File: config.mk
export PLATFORM = sky130hd
export DESIGN_NAME = wkm_ctrl
export DESIGN_NICKNAME = d
export VERILOG_FILES = /design/src/rtl/wkm_pkg.sv /design/src/rtl/wkm_ctrl.sv
export SDC_FILE = /design/constraint.sdc
export NUM_CORES = 1
export LEC_CHECK = 0
export BUFFER_PORTS_ARGS = -buffer_cell sky130_fd_sc_hd__buf_4
export CORE_MARGIN = 3
export CORE_UTILIZATION = 60
export CTS_BUF_LIST = sky130_fd_sc_hd__clkbuf_4 sky130_fd_sc_hd__clkbuf_8
export CTS_CLUSTER_SIZE = 12
export DETAILED_ROUTE_END_ITERATION = 6
export HOLD_SLACK_MARGIN = 0.02
export PLACE_DENSITY = 0.85
export SYNTH_ARGS = -nofsm -noshare
export SYNTH_HDL_FRONTEND = slang
export SYNTH_SLANG_ARGS = --single-unit
File: constraint.sdc
create_clock -name clk -period 3.05 [get_ports clk]
set_input_delay 0 -clock clk [delete_from_list [all_inputs] [get_ports clk]]
set_output_delay 0 -clock clk [all_outputs]
set_load 0.02 [all_outputs]
File: src/rtl/wkm_pkg.sv
// ---------------------------------------------------------------------------
// wkm_pkg: shared types and constants for weighted k-means clustering
// Item codes, register indexes, controller states and the command and
// status groups that join the controller and the datapath.
// ---------------------------------------------------------------------------
`timescale 1ns / 1ps
`default_nettype none

package wkm_pkg;

  // item function codes
  localparam logic [1:0] FN_LOAD_PART = 2'd0;
  localparam logic [1:0] FN_LOAD_CTR  = 2'd1;
  localparam logic [1:0] FN_RUN       = 2'd2;

  // configuration register indexes
  localparam logic [1:0] CFG_PARTICLE_COUNT  = 2'd0;
  localparam logic [1:0] CFG_CENTER_COUNT    = 2'd1;
  localparam logic [1:0] CFG_ITERATION_LIMIT = 2'd2;

  localparam logic [10:0] PARTICLE_COUNT_RST  = 11'd1000;
  localparam logic [3:0]  CENTER_COUNT_RST    = 4'd1;
  localparam logic [7:0]  ITERATION_LIMIT_RST = 8'd10;

  // 1e-3 m squared in Q32.32, rounded down
  localparam logic [65:0] SHIFT_SQ_MAX = 66'd4294;

  localparam int DIV_STEPS = 64;

  typedef enum logic [4:0] {
    S_IDLE, S_ITER_START, S_PRD, S_DINIT, S_DDIF, S_DMUL, S_DACC, S_DCMP,
    S_WMUL, S_WACC, S_UPD_START, S_UCHK, S_DIVGO, S_DIVW, S_SINIT, S_SCMP,
    S_ITER_END, S_EMIT
  } state_t;

  typedef enum logic [3:0] {
    DP_NOP, DP_LOAD_PART, DP_LOAD_CTR, DP_READ_PART, DP_CLR_SUMS, DP_DIST_CLR,
    DP_DIFF, DP_MUL_DIST, DP_ACC_DIST, DP_BEST, DP_MUL_W, DP_SUM_ADD,
    DP_NEW_ZERO, DP_DIV_START, DP_DIV_STORE, DP_COMMIT
  } dp_op_t;

  typedef struct packed {
    dp_op_t     op;
    logic [1:0] axis;
    logic       half;        // upper 16 bits of the magnitude
    logic       shift_mode;  // old center against new center
    logic       first;       // first center of a particle
  } dp_cmd_t;

  typedef struct packed {
    logic div_done;
    logic wsum_zero;
    logic shift_big;
  } dp_stat_t;

endpackage

`default_nettype wire

File: src/rtl/wkm_ctrl.sv
// ---------------------------------------------------------------------------
// wkm_ctrl: clustering controller
// Register file, run sequencing over iterations, particles, centers and
// axes, and the result handshake.
// ---------------------------------------------------------------------------
`timescale 1ns / 1ps
`default_nettype none

module wkm_ctrl #(
  parameter int MAX_PARTICLES = 1024,
  parameter int MAX_CENTERS   = 8
) (
  input  wire logic              clk,
  input  wire logic              rst_n,
  input  wire logic              in_valid,
  output logic                   in_ready,
  input  wire logic [1:0]        in_func,
  input  wire logic              cfg_valid,
  output logic                   cfg_ready,
  input  wire logic [1:0]        cfg_idx,
  input  wire logic [15:0]       cfg_data,
  output logic                   out_valid,
  input  wire logic              out_ready,
  output logic [2:0]             out_center_slot,
  output logic [7:0]             out_iterations_done,
  output logic                   out_converged,
  output logic                   out_last,
  output wkm_pkg::dp_cmd_t       cmd,
  output logic [$clog2(MAX_PARTICLES)-1:0] pidx,
  output logic [(MAX_CENTERS > 1 ? $clog2(MAX_CENTERS) : 1)-1:0] cidx,
  input  wire wkm_pkg::dp_stat_t stat
);
  import wkm_pkg::*;

  localparam int PW  = $clog2(MAX_PARTICLES);
  localparam int PCW = $clog2(MAX_PARTICLES + 1);
  localparam int CW  = MAX_CENTERS > 1 ? $clog2(MAX_CENTERS) : 1;
  localparam int KCW = $clog2(MAX_CENTERS + 1);

  state_t         state_r, state_nxt;
  logic [10:0]    pc_r;
  logic [3:0]     cc_r;
  logic [7:0]     il_r;
  logic [PCW-1:0] np_r, np_nxt;
  logic [KCW-1:0] k_r, k_nxt;
  logic [7:0]     lim_r, lim_nxt;
  logic [7:0]     it_r, it_nxt;
  logic [PCW-1:0] p_r, p_nxt;
  logic [KCW-1:0] j_r, j_nxt;
  logic [1:0]     axis_r, axis_nxt;
  logic           half_r, half_nxt;
  logic           mode_r, mode_nxt;
  logic           conv_r, conv_nxt;
  logic           j_last;

  assign cfg_ready = 1'b1;

  always_ff @(posedge clk) begin
    if (!rst_n) begin
      pc_r <= PARTICLE_COUNT_RST;
      cc_r <= CENTER_COUNT_RST;
      il_r <= ITERATION_LIMIT_RST;
    end else if (cfg_valid) begin
      unique case (cfg_idx)
        CFG_PARTICLE_COUNT:  pc_r <= cfg_data[10:0];
        CFG_CENTER_COUNT:    cc_r <= cfg_data[3:0];
        CFG_ITERATION_LIMIT: il_r <= cfg_data[7:0];
        default: ;
      endcase
    end
  end

  always_ff @(posedge clk) begin
    if (!rst_n) begin
      state_r <= S_IDLE;
      np_r    <= '0;
      k_r     <= '0;
      lim_r   <= '0;
      it_r    <= '0;
      p_r     <= '0;
      j_r     <= '0;
      axis_r  <= '0;
      half_r  <= 1'b0;
      mode_r  <= 1'b0;
      conv_r  <= 1'b0;
    end else begin
      state_r <= state_nxt;
      np_r    <= np_nxt;
      k_r     <= k_nxt;
      lim_r   <= lim_nxt;
      it_r    <= it_nxt;
      p_r     <= p_nxt;
      j_r     <= j_nxt;
      axis_r  <= axis_nxt;
      half_r  <= half_nxt;
      mode_r  <= mode_nxt;
      conv_r  <= conv_nxt;
    end
  end

  assign j_last = (KCW'(j_r + 1'b1) == k_r);

  always_comb begin
    state_nxt  = state_r;
    np_nxt     = np_r;
    k_nxt      = k_r;
    lim_nxt    = lim_r;
    it_nxt     = it_r;
    p_nxt      = p_r;
    j_nxt      = j_r;
    axis_nxt   = axis_r;
    half_nxt   = half_r;
    mode_nxt   = mode_r;
    conv_nxt   = conv_r;
    in_ready   = 1'b0;
    out_valid  = 1'b0;
    cmd.op     = DP_NOP;
    cmd.axis   = axis_r;
    cmd.half   = half_r;
    cmd.shift_mode = mode_r;
    cmd.first  = (j_r == '0);

    unique case (state_r)
      S_IDLE: begin
        in_ready = 1'b1;
        if (in_valid) begin
          unique case (in_func)
            FN_LOAD_PART: cmd.op = DP_LOAD_PART;
            FN_LOAD_CTR:  cmd.op = DP_LOAD_CTR;
            FN_RUN: begin
              np_nxt  = (32'(pc_r) > 32'(MAX_PARTICLES)) ? PCW'(MAX_PARTICLES)
                                                         : PCW'(pc_r);
              if (cc_r == 4'd0) begin
                k_nxt = KCW'(1);
              end else if (32'(cc_r) > 32'(MAX_CENTERS)) begin
                k_nxt = KCW'(MAX_CENTERS);
              end else begin
                k_nxt = KCW'(cc_r);
              end
              lim_nxt   = (il_r == 8'd0) ? 8'd1 : il_r;
              it_nxt    = '0;
              state_nxt = S_ITER_START;
            end
            default: ;
          endcase
        end
      end
      S_ITER_START: begin
        cmd.op    = DP_CLR_SUMS;
        it_nxt    = it_r + 8'd1;
        p_nxt     = '0;
        state_nxt = (np_r == '0) ? S_UPD_START : S_PRD;
      end
      S_PRD: begin
        cmd.op    = DP_READ_PART;
        j_nxt     = '0;
        mode_nxt  = 1'b0;
        state_nxt = S_DINIT;
      end
      S_DINIT: begin
        cmd.op    = DP_DIST_CLR;
        axis_nxt  = '0;
        half_nxt  = 1'b0;
        state_nxt = S_DDIF;
      end
      S_DDIF: begin
        cmd.op    = DP_DIFF;
        state_nxt = S_DMUL;
      end
      S_DMUL: begin
        cmd.op    = DP_MUL_DIST;
        state_nxt = S_DACC;
      end
      S_DACC: begin
        cmd.op = DP_ACC_DIST;
        if (!half_r) begin
          half_nxt  = 1'b1;
          state_nxt = S_DMUL;
        end else begin
          half_nxt = 1'b0;
          if (axis_r == 2'd2) begin
            state_nxt = mode_r ? S_SCMP : S_DCMP;
          end else begin
            axis_nxt  = axis_r + 2'd1;
            state_nxt = S_DDIF;
          end
        end
      end
      S_DCMP: begin
        cmd.op = DP_BEST;
        if (j_last) begin
          axis_nxt  = '0;
          state_nxt = S_WMUL;
        end else begin
          j_nxt     = j_r + 1'b1;
          state_nxt = S_DINIT;
        end
      end
      S_WMUL: begin
        cmd.op    = DP_MUL_W;
        state_nxt = S_WACC;
      end
      S_WACC: begin
        cmd.op = DP_SUM_ADD;
        if (axis_r == 2'd2) begin
          axis_nxt = '0;
          if (PCW'(p_r + 1'b1) == np_r) begin
            state_nxt = S_UPD_START;
          end else begin
            p_nxt     = p_r + 1'b1;
            state_nxt = S_PRD;
          end
        end else begin
          axis_nxt  = axis_r + 2'd1;
          state_nxt = S_WMUL;
        end
      end
      S_UPD_START: begin
        j_nxt     = '0;
        conv_nxt  = 1'b1;
        state_nxt = S_UCHK;
      end
      S_UCHK: begin
        axis_nxt = '0;
        if (stat.wsum_zero) begin
          cmd.op    = DP_NEW_ZERO;
          state_nxt = S_SINIT;
        end else begin
          state_nxt = S_DIVGO;
        end
      end
      S_DIVGO: begin
        cmd.op    = DP_DIV_START;
        state_nxt = S_DIVW;
      end
      S_DIVW: begin
        if (stat.div_done) begin
          cmd.op = DP_DIV_STORE;
          if (axis_r == 2'd2) begin
            state_nxt = S_SINIT;
          end else begin
            axis_nxt  = axis_r + 2'd1;
            state_nxt = S_DIVGO;
          end
        end
      end
      S_SINIT: begin
        cmd.op    = DP_DIST_CLR;
        mode_nxt  = 1'b1;
        axis_nxt  = '0;
        half_nxt  = 1'b0;
        state_nxt = S_DDIF;
      end
      S_SCMP: begin
        cmd.op   = DP_COMMIT;
        mode_nxt = 1'b0;
        if (stat.shift_big) begin
          conv_nxt = 1'b0;
        end
        if (j_last) begin
          state_nxt = S_ITER_END;
        end else begin
          j_nxt     = j_r + 1'b1;
          state_nxt = S_UCHK;
        end
      end
      S_ITER_END: begin
        if (conv_r || it_r == lim_r) begin
          j_nxt     = '0;
          state_nxt = S_EMIT;
        end else begin
          state_nxt = S_ITER_START;
        end
      end
      S_EMIT: begin
        out_valid = 1'b1;
        if (out_ready) begin
          if (j_last) begin
            state_nxt = S_IDLE;
          end else begin
            j_nxt = j_r + 1'b1;
          end
        end
      end
      default: state_nxt = S_IDLE;
    endcase
  end

  assign pidx                = p_r[PW-1:0];
  assign cidx                = j_r[CW-1:0];
  assign out_center_slot     = 3'(j_r);
  assign out_iterations_done = it_r;
  assign out_converged       = conv_r;
  assign out_last            = j_last;

endmodule

`default_nettype wire

==> impl_metrics.tcl, run 1 <==
set metrics [dict create \
    synthArstFlopShare 0 \
    r2r_cells 8 \
    io_pins 66 \
    maxCapViolCount 0 \
    ys.flop_type "dfxtp_1" \
    rsz0062_at_grt "no" \
    outcome "finished, final reports clean" \
    ys_types 62 \
    start_util 0.623 \
    cts_tree "built" \
    grt-ovfl-total 0 \
    grt_max_degree 76 \
    wire_per_inst_microns 15.4 \
    synthCells 568 \
    first_pass_iters 5 \
    numPortBuffers 59 \
    ir_worst_vdd_v 0.000414 \
    wirelength_microns 10900 \
    drv_slew 0 \
    gp_congestion 0.912 \
    die_h_microns 93.3 \
    layout_commonest_cell "nand2_1" \
    ys_seq_area_frac 0.346 \
    power_density_mw_per_mm2 527 \
    cts-root-buf "clkbuf_8" \
    finish.utilization 0.716 \
    via_per_inst 5.89 \
    cts_setup_buffers 0 \
    hold-path-cell-count 5 \
    multi_input_area_sq_mm 0.00266 \
    synth.area.top_cells "dfxtp_1 35%, nand2_1 7.8%, a21boi_0 4.8%" \
    cp.arrival_ps 2810 \
    drt_iter0_drc 296 \
    leakagePower_nw 2.23 \
    synth_warnings 0 \
    syn-num-nets 603 \
    synth_area_sq_mm 0.00457 \
    setup_viol 0 \
    syn_avg_cell_area_sq_um 8.04 \
    yosysTopAreaCell "dfxtp_1" \
    cts_buffers 9 \
    hold_class "in2reg" \
    grt_pass1_vias 3944 \
    core_area_sq_mm 0.00733 \
    synth_edf_count 0 \
    max_freq_ghz 0.390 \
    drtAntennaViolNets 0 \
    endpoint_kind "flop" \
    period_minus_slack_ps 2560 \
    dp_hpwl_microns 7540 \
    crit_required_ps 3300 \
    num_vias 4163 \
    tns_ps 0 \
    yosys.area.top_type_share 0.346 \
    clock_latency_ps 360 \
    path_clk_slew_ps 80 \
    num_antenna_cells 0 \
    fillers 572 \
    slew_headroom 0.529 \
    final_hold_viol_count 0 \
    clkSinkCount 79 \
    cts_max_level 3 \
    grt_pass1_wl_microns 18200 \
    drc 0 \
    syn_to_final_growth_pct 14.9 \
    antenna_found_initial 0 \
    synth-seq-cells 79 \
    seq_area_sq_mm 0.00158 \
    die-area_sq_mm 0.00870 \
    die_x_microns 93.3 \
    layout_common_cells "95 x nand2_1, 79 x dfxtp_1, 67 x buf_4" \
    final_layout_size_suffix_gt1_frac 0.151 \
    gr-usage-all-layers 0.258 \
    period_share 0.840 \
    tightest_slew_ps 705 \
    cts_buffer_depth 2 \
    cp_max_fo 9 \
    crit_type "reg2reg" \
    fin_skew_ps 10.1 \
    start_kind "flop" \
    rows 31 \
    layout.nets 639 \
]
-- registers in the layout (all words and copies together) (netlist names) --
register             cells
k_r                      4
mode_r                   1
il_r                     8
axis_r                   2
half_r                   1
pc_r                    11
state_r                  5
lim_r                    8
j_r                      4
out_iterations_done      8
np_r                    11
out_converged            1
p_r                     11
cc_r                     4
-- timing repair --
action	CTS	global route
hold buffers	12	0
resized for setup	0	0
hold endpoints to repair	24	0
-- cell families (layout without fill, tap and decap cells) --
kind of cell | Yosys count | count (layout) | share of synthesized area
AND/OR/NAND/NOR | 260 | 260 | 0.291
AO/OA/AOI/OAI | 108 | 108 | 0.171
multiplexers | 18 | 18 | 0.0397
adder cells (fa/ha/maj) | 7 | 7 | 0.0192
XOR/XNOR | 30 | 30 | 0.0605
other | 1 | 1 | 0.000821
flip-flops | 79 | 79 | 0.346
buffers and inverters | 65 | 105 | 0.0715
-- through the flow --
step	area, sq um	hold WS (ps)	power (mW)	setup slack [ps]	instances
3_5_place_dp	4910	222	1.91	527	680
3_3_place_gp	4910	213	1.89	560	680
6_report	5250	118	2.77	488	707
2_1_floorplan	4570	124	1.68	738	568
4_1_cts	5250	113	2.77	514	707
5_1_grt	5250	137	2.91	246	707
-- critical path: stages (launching register included) --
cell and delay, ps:
dfxtp_1 520, ha_1 320, nand4_1 220, nor3_1 280, nand3b_1 200, a2111oi_4 60, a21oi_2 390, nor2_2 160
a211o_1 310
-- final timing paths --
| path | startpoint | end | slack [ps] |
|---|---|---|---|
| max reg2reg | p_r[0]$_SDFFE_PN0P_ | p_r[8]$_SDFFE_PN0P_ | 490 |
| min | cfg_idx[1] | pc_r[10]$_SDFFE_PN0P_ | 120 |
| min reg2reg | pc_r[0]$_SDFFE_PN0P_ | pc_r[0]$_SDFFE_PN0P_ | 470 |
| max | p_r[0]$_SDFFE_PN0P_ | p_r[8]$_SDFFE_PN0P_ | 490 |
-- report_power, final --
part | internal (mW) | total, mW | switching, mW
registers | 1.08 | 1.15 | 0.0717
clock network | 0.462 | 0.854 | 0.392
logic | 0.301 | 0.761 | 0.461
total | 1.84 | 2.77 | 0.924
-- cell usage after synthesis, drive strengths merged, types with 8 or more instances --
cell type and count:
inv 11, a21boi 30, and3 8, xor2 19, nor2b 16, nor3 14, o21ai 13, nand3 23
xnor2 10, nand2b 9, nand2 95, a21oi 20, nand3b 17, dfxtp 79, mux2i 17, buf 29
nor2 34, clkbuf 25, nor4 9
-- cell type report --
| class | instances | share of cell area |
|---|---|---|
| tap | 99 | 0.0236 |
| multi-input combinational | 424 | 0.507 |
| inverter | 11 | 0.00787 |
| clock buffer | 9 | 0.0236 |
| clock inverter | 6 | 0.0179 |
| sequential | 79 | 0.301 |
| timing repair buffer | 79 | 0.119 |
-- per-layer routing --
| layer | vias up | wire [microns] | part of all wire | global-route usage |
|---|---|---|---|---|
| met5 | - | 0 | 0 | 0 |
| met4 | 0 | 204 | 0.019 | 0.0867 |
| met3 | 22 | 563 | 0.052 | 0.0539 |
| met2 | 138 | 5510 | 0.51 | 0.441 |
| met1 | 1968 | 4580 | 0.42 | 0.323 |
| li1 | 2035 | - | - | - |
(Power assumes the default switching activity.)
==> inputs of run 2 (changes only) <==
--- a/config.mk
+++ b/config.mk
@@ -5,6 +5,7 @@
 export SDC_FILE = /design/constraint.sdc
 export NUM_CORES = 1
 export LEC_CHECK = 0
+export ABC_AREA = 1
 export BUFFER_PORTS_ARGS = -buffer_cell sky130_fd_sc_hd__buf_4
 export CORE_MARGIN = 3
 export CORE_UTILIZATION = 60
==> constraint.sdc (replaced) <==
create_clock -name clk -period 2.4 [get_ports clk]
set_input_delay 0 -clock clk [delete_from_list [all_inputs] [get_ports clk]]
set_output_delay 0 -clock clk [all_outputs]
set_load 0.02 [all_outputs]
==> run 2 against run 1 <==
Against the previous run: first-iteration DRC count shrank 5.1%; non-clock buffer count is 1 lower; hold slack got worse by 81 ps; register-to-register slack lost 250 ps; clock-buffer cell count unchanged; worst setup slack lost 310 ps; die area is 2.8% higher; global-route usage grew 0.84 points; via count rose by 11%; critical endpoint is now cmd[7].
==> impl_metrics.tcl, run 2 <==
set metrics [dict create \
    cts_tree "built" \
    synthCells 683 \
    synth_edf_count 0 \
    cp_max_fo 6 \
    grt_pass1_vias 4259 \
    die_x_microns 94.6 \
    layout.nets 771 \
    syn_to_final_growth_pct 14.7 \
    cts_max_level 3 \
    cts_buffers 9 \
    maxCapViolCount 0 \
    synthArstFlopShare 0 \
    ys_seq_area_frac 0.336 \
    finalPower_mw 4.12 \
    drc 0 \
    ys_types 52 \
    cts-root-buf "clkbuf_8" \
    slew_headroom 0.419 \
    clkSinkCount 79 \
    numPortBuffers 59 \
    synth_warnings 0 \
    path_clk_slew_ps 100 \
    syn-num-nets 718 \
    drt_iter0_drc 281 \
    period_share 0.924 \
    hold_slack_ps 37.2 \
    yosysTopAreaCell "dfxtp_1" \
    first_pass_iters 5 \
    rsz0062_at_grt "no" \
    dpl.cell_count 812 \
    ys.flop_type "dfxtp_1" \
    cts_setup_buffers 0 \
    grt_pass1_wl_microns 19100 \
    syn_avg_cell_area_sq_um 6.89 \
    start_util 0.632 \
    grt_max_degree 44 \
    crit_required_ps 2400 \
    endpoint_kind "primary output" \
    setup_viol 0 \
    drv_slew 0 \
    final_cells 840 \
    final_hold_viol_count 0 \
    leakagePower_nw 2.32 \
    wirelength_microns 11300 \
    clock_latency_ps 370 \
    tightest_slew_ps 863 \
    synth_area_sq_mm 0.00471 \
    power_density_mw_per_mm2 762 \
    fin_ws_ps 182 \
    top_regs "np_r (11), p_r (11), pc_r (11)" \
    synth.most_common_cell "nand2_1" \
    antenna_found_initial 0 \
    via_per_inst 5.48 \
    tns_ps 0 \
    ys_top_cells_by_count "125 x nand2_1, 94 x nor2_1, 79 x dfxtp_1" \
    place_ws_ps 206 \
    fin_skew_ps 14.1 \
    die_h_microns 94.6 \
    synth.area.top_cells "dfxtp_1 34%, nand2_1 10%, nor2_1 7.5%" \
    gp_congestion 0.971 \
    num_antenna_cells 0 \
    io_pins 66 \
    start_kind "flop" \
    synth-seq-cells 79 \
    grt-ovfl-total 0 \
    max_freq_ghz 0.451 \
    outcome "finished, final reports clean" \
    rows 31 \
    cts_buffer_depth 2 \
    drtAntennaViolNets 0 \
    ir_worst_vdd_v 0.000411 \
    yosys.area.top_type_share 0.336 \
    wire_per_inst_microns 13.5 \
    core_area_sq_mm 0.00745 \
    gr-usage-all-layers 0.267 \
    period_minus_slack_ps 2220 \
    layout_common_cells "125 x nand2_1, 94 x nor2_1, 77 x dfxtp_1" \
    final_layout_size_suffix_gt1_frac 0.200 \
    die-area_sq_mm 0.00894 \
    crit_type "reg2out" \
    layout_commonest_cell "nand2_1" \
    hold_class "in2reg" \
    dp_hpwl_microns 8590 \
    cp.arrival_ps 2220 \
    num_vias 4607 \
]
run 2: cell types whose count changed after synthesis, moves of 17 or more:
cell / change
inv_1: +63
nor2_1: +61
nand2_1: +30
a21boi_0: -29
a21oi_1: +27
nand3_1: +27
o21ai_0: +18
clkbuf_1: -17
mux2i_1: -17
run 2: worst max-delay path: stages, from the launching register on:
cell	delay [ps]
dfxtp_1	380
nand2_2	150
inv_1	80
nand3_1	180
nor2_1	160
or2_2	330
or4_1	390
buf_4	170
run 2: routing by layer:
metal | vias up | part of all wire | GRT usage
met4 | 0 | 0.016 | 0.0841
met2 | 161 | 0.48 | 0.449
met1 | 2085 | 0.44 | 0.348
met3 | 23 | 0.059 | 0.0446
met5 | - | 0 | 0
li1 | 2338 | - | -
run 2: report_power, final:
group	leakage [nW]	switching, mW	internal [mW]
combinational	1.57	0.953	0.569
sequential	0.644	0.157	1.44
clock	0.0981	0.582	0.412
run 2: logic make-up (layout without fill, tap and decap cells):
family                     Yosys count  after routing  share of synthesized area
AOI/OAI and AO/OA                  112            112                      0.143
and+or+nand+nor                    352            352                      0.363
buffers and inverters              122            180                      0.120
other                                1              1                   0.000797
adders and majority gates            7              7                     0.0186
DFF                                 79             79                      0.336
xor gates and xnor gates            10             10                     0.0186
run 2: repair_timing:
item,in CTS,in global routing
gates resized for setup,0,2
endpoints found under the hold margin,24,0
hold buffers,12,0
setup endpoints to repair,0,3
run 2: stage by stage:
step / cell area (sq um) / util
after CTS: 5400 / 0.725
after global placement: 5080 / 0.683
after detailed placement: 5080 / 0.683
after floorplan: 4710 / -
final: 5400 / 0.725
after global routing: 5400 / 0.725
run 2: worst paths after layout:
path                      startpoint                   end  slack, ps  depth (start not counted)
max          state_r[0]$_SDFFE_PN0P_                cmd[7]        180                          7
min                            rst_n  pc_r[3]$_SDFFE_PN1P_         40                          2
max reg2reg      p_r[1]$_SDFFE_PN0P_   p_r[9]$_SDFFE_PN0P_        240                         14
min reg2reg     pc_r[0]$_SDFFE_PN0P_  np_r[0]$_SDFFE_PN0P_        470                          2
run 2: cell type report:
class                      count  area (sq um)
sequential                    79          1580
clock inverter                 7          70.1
inverter                      86           323
timing repair buffer          78           616
fill                         608          2050
clock buffer                   9           124
multi-input combinational    482          2560
tap                           99           124
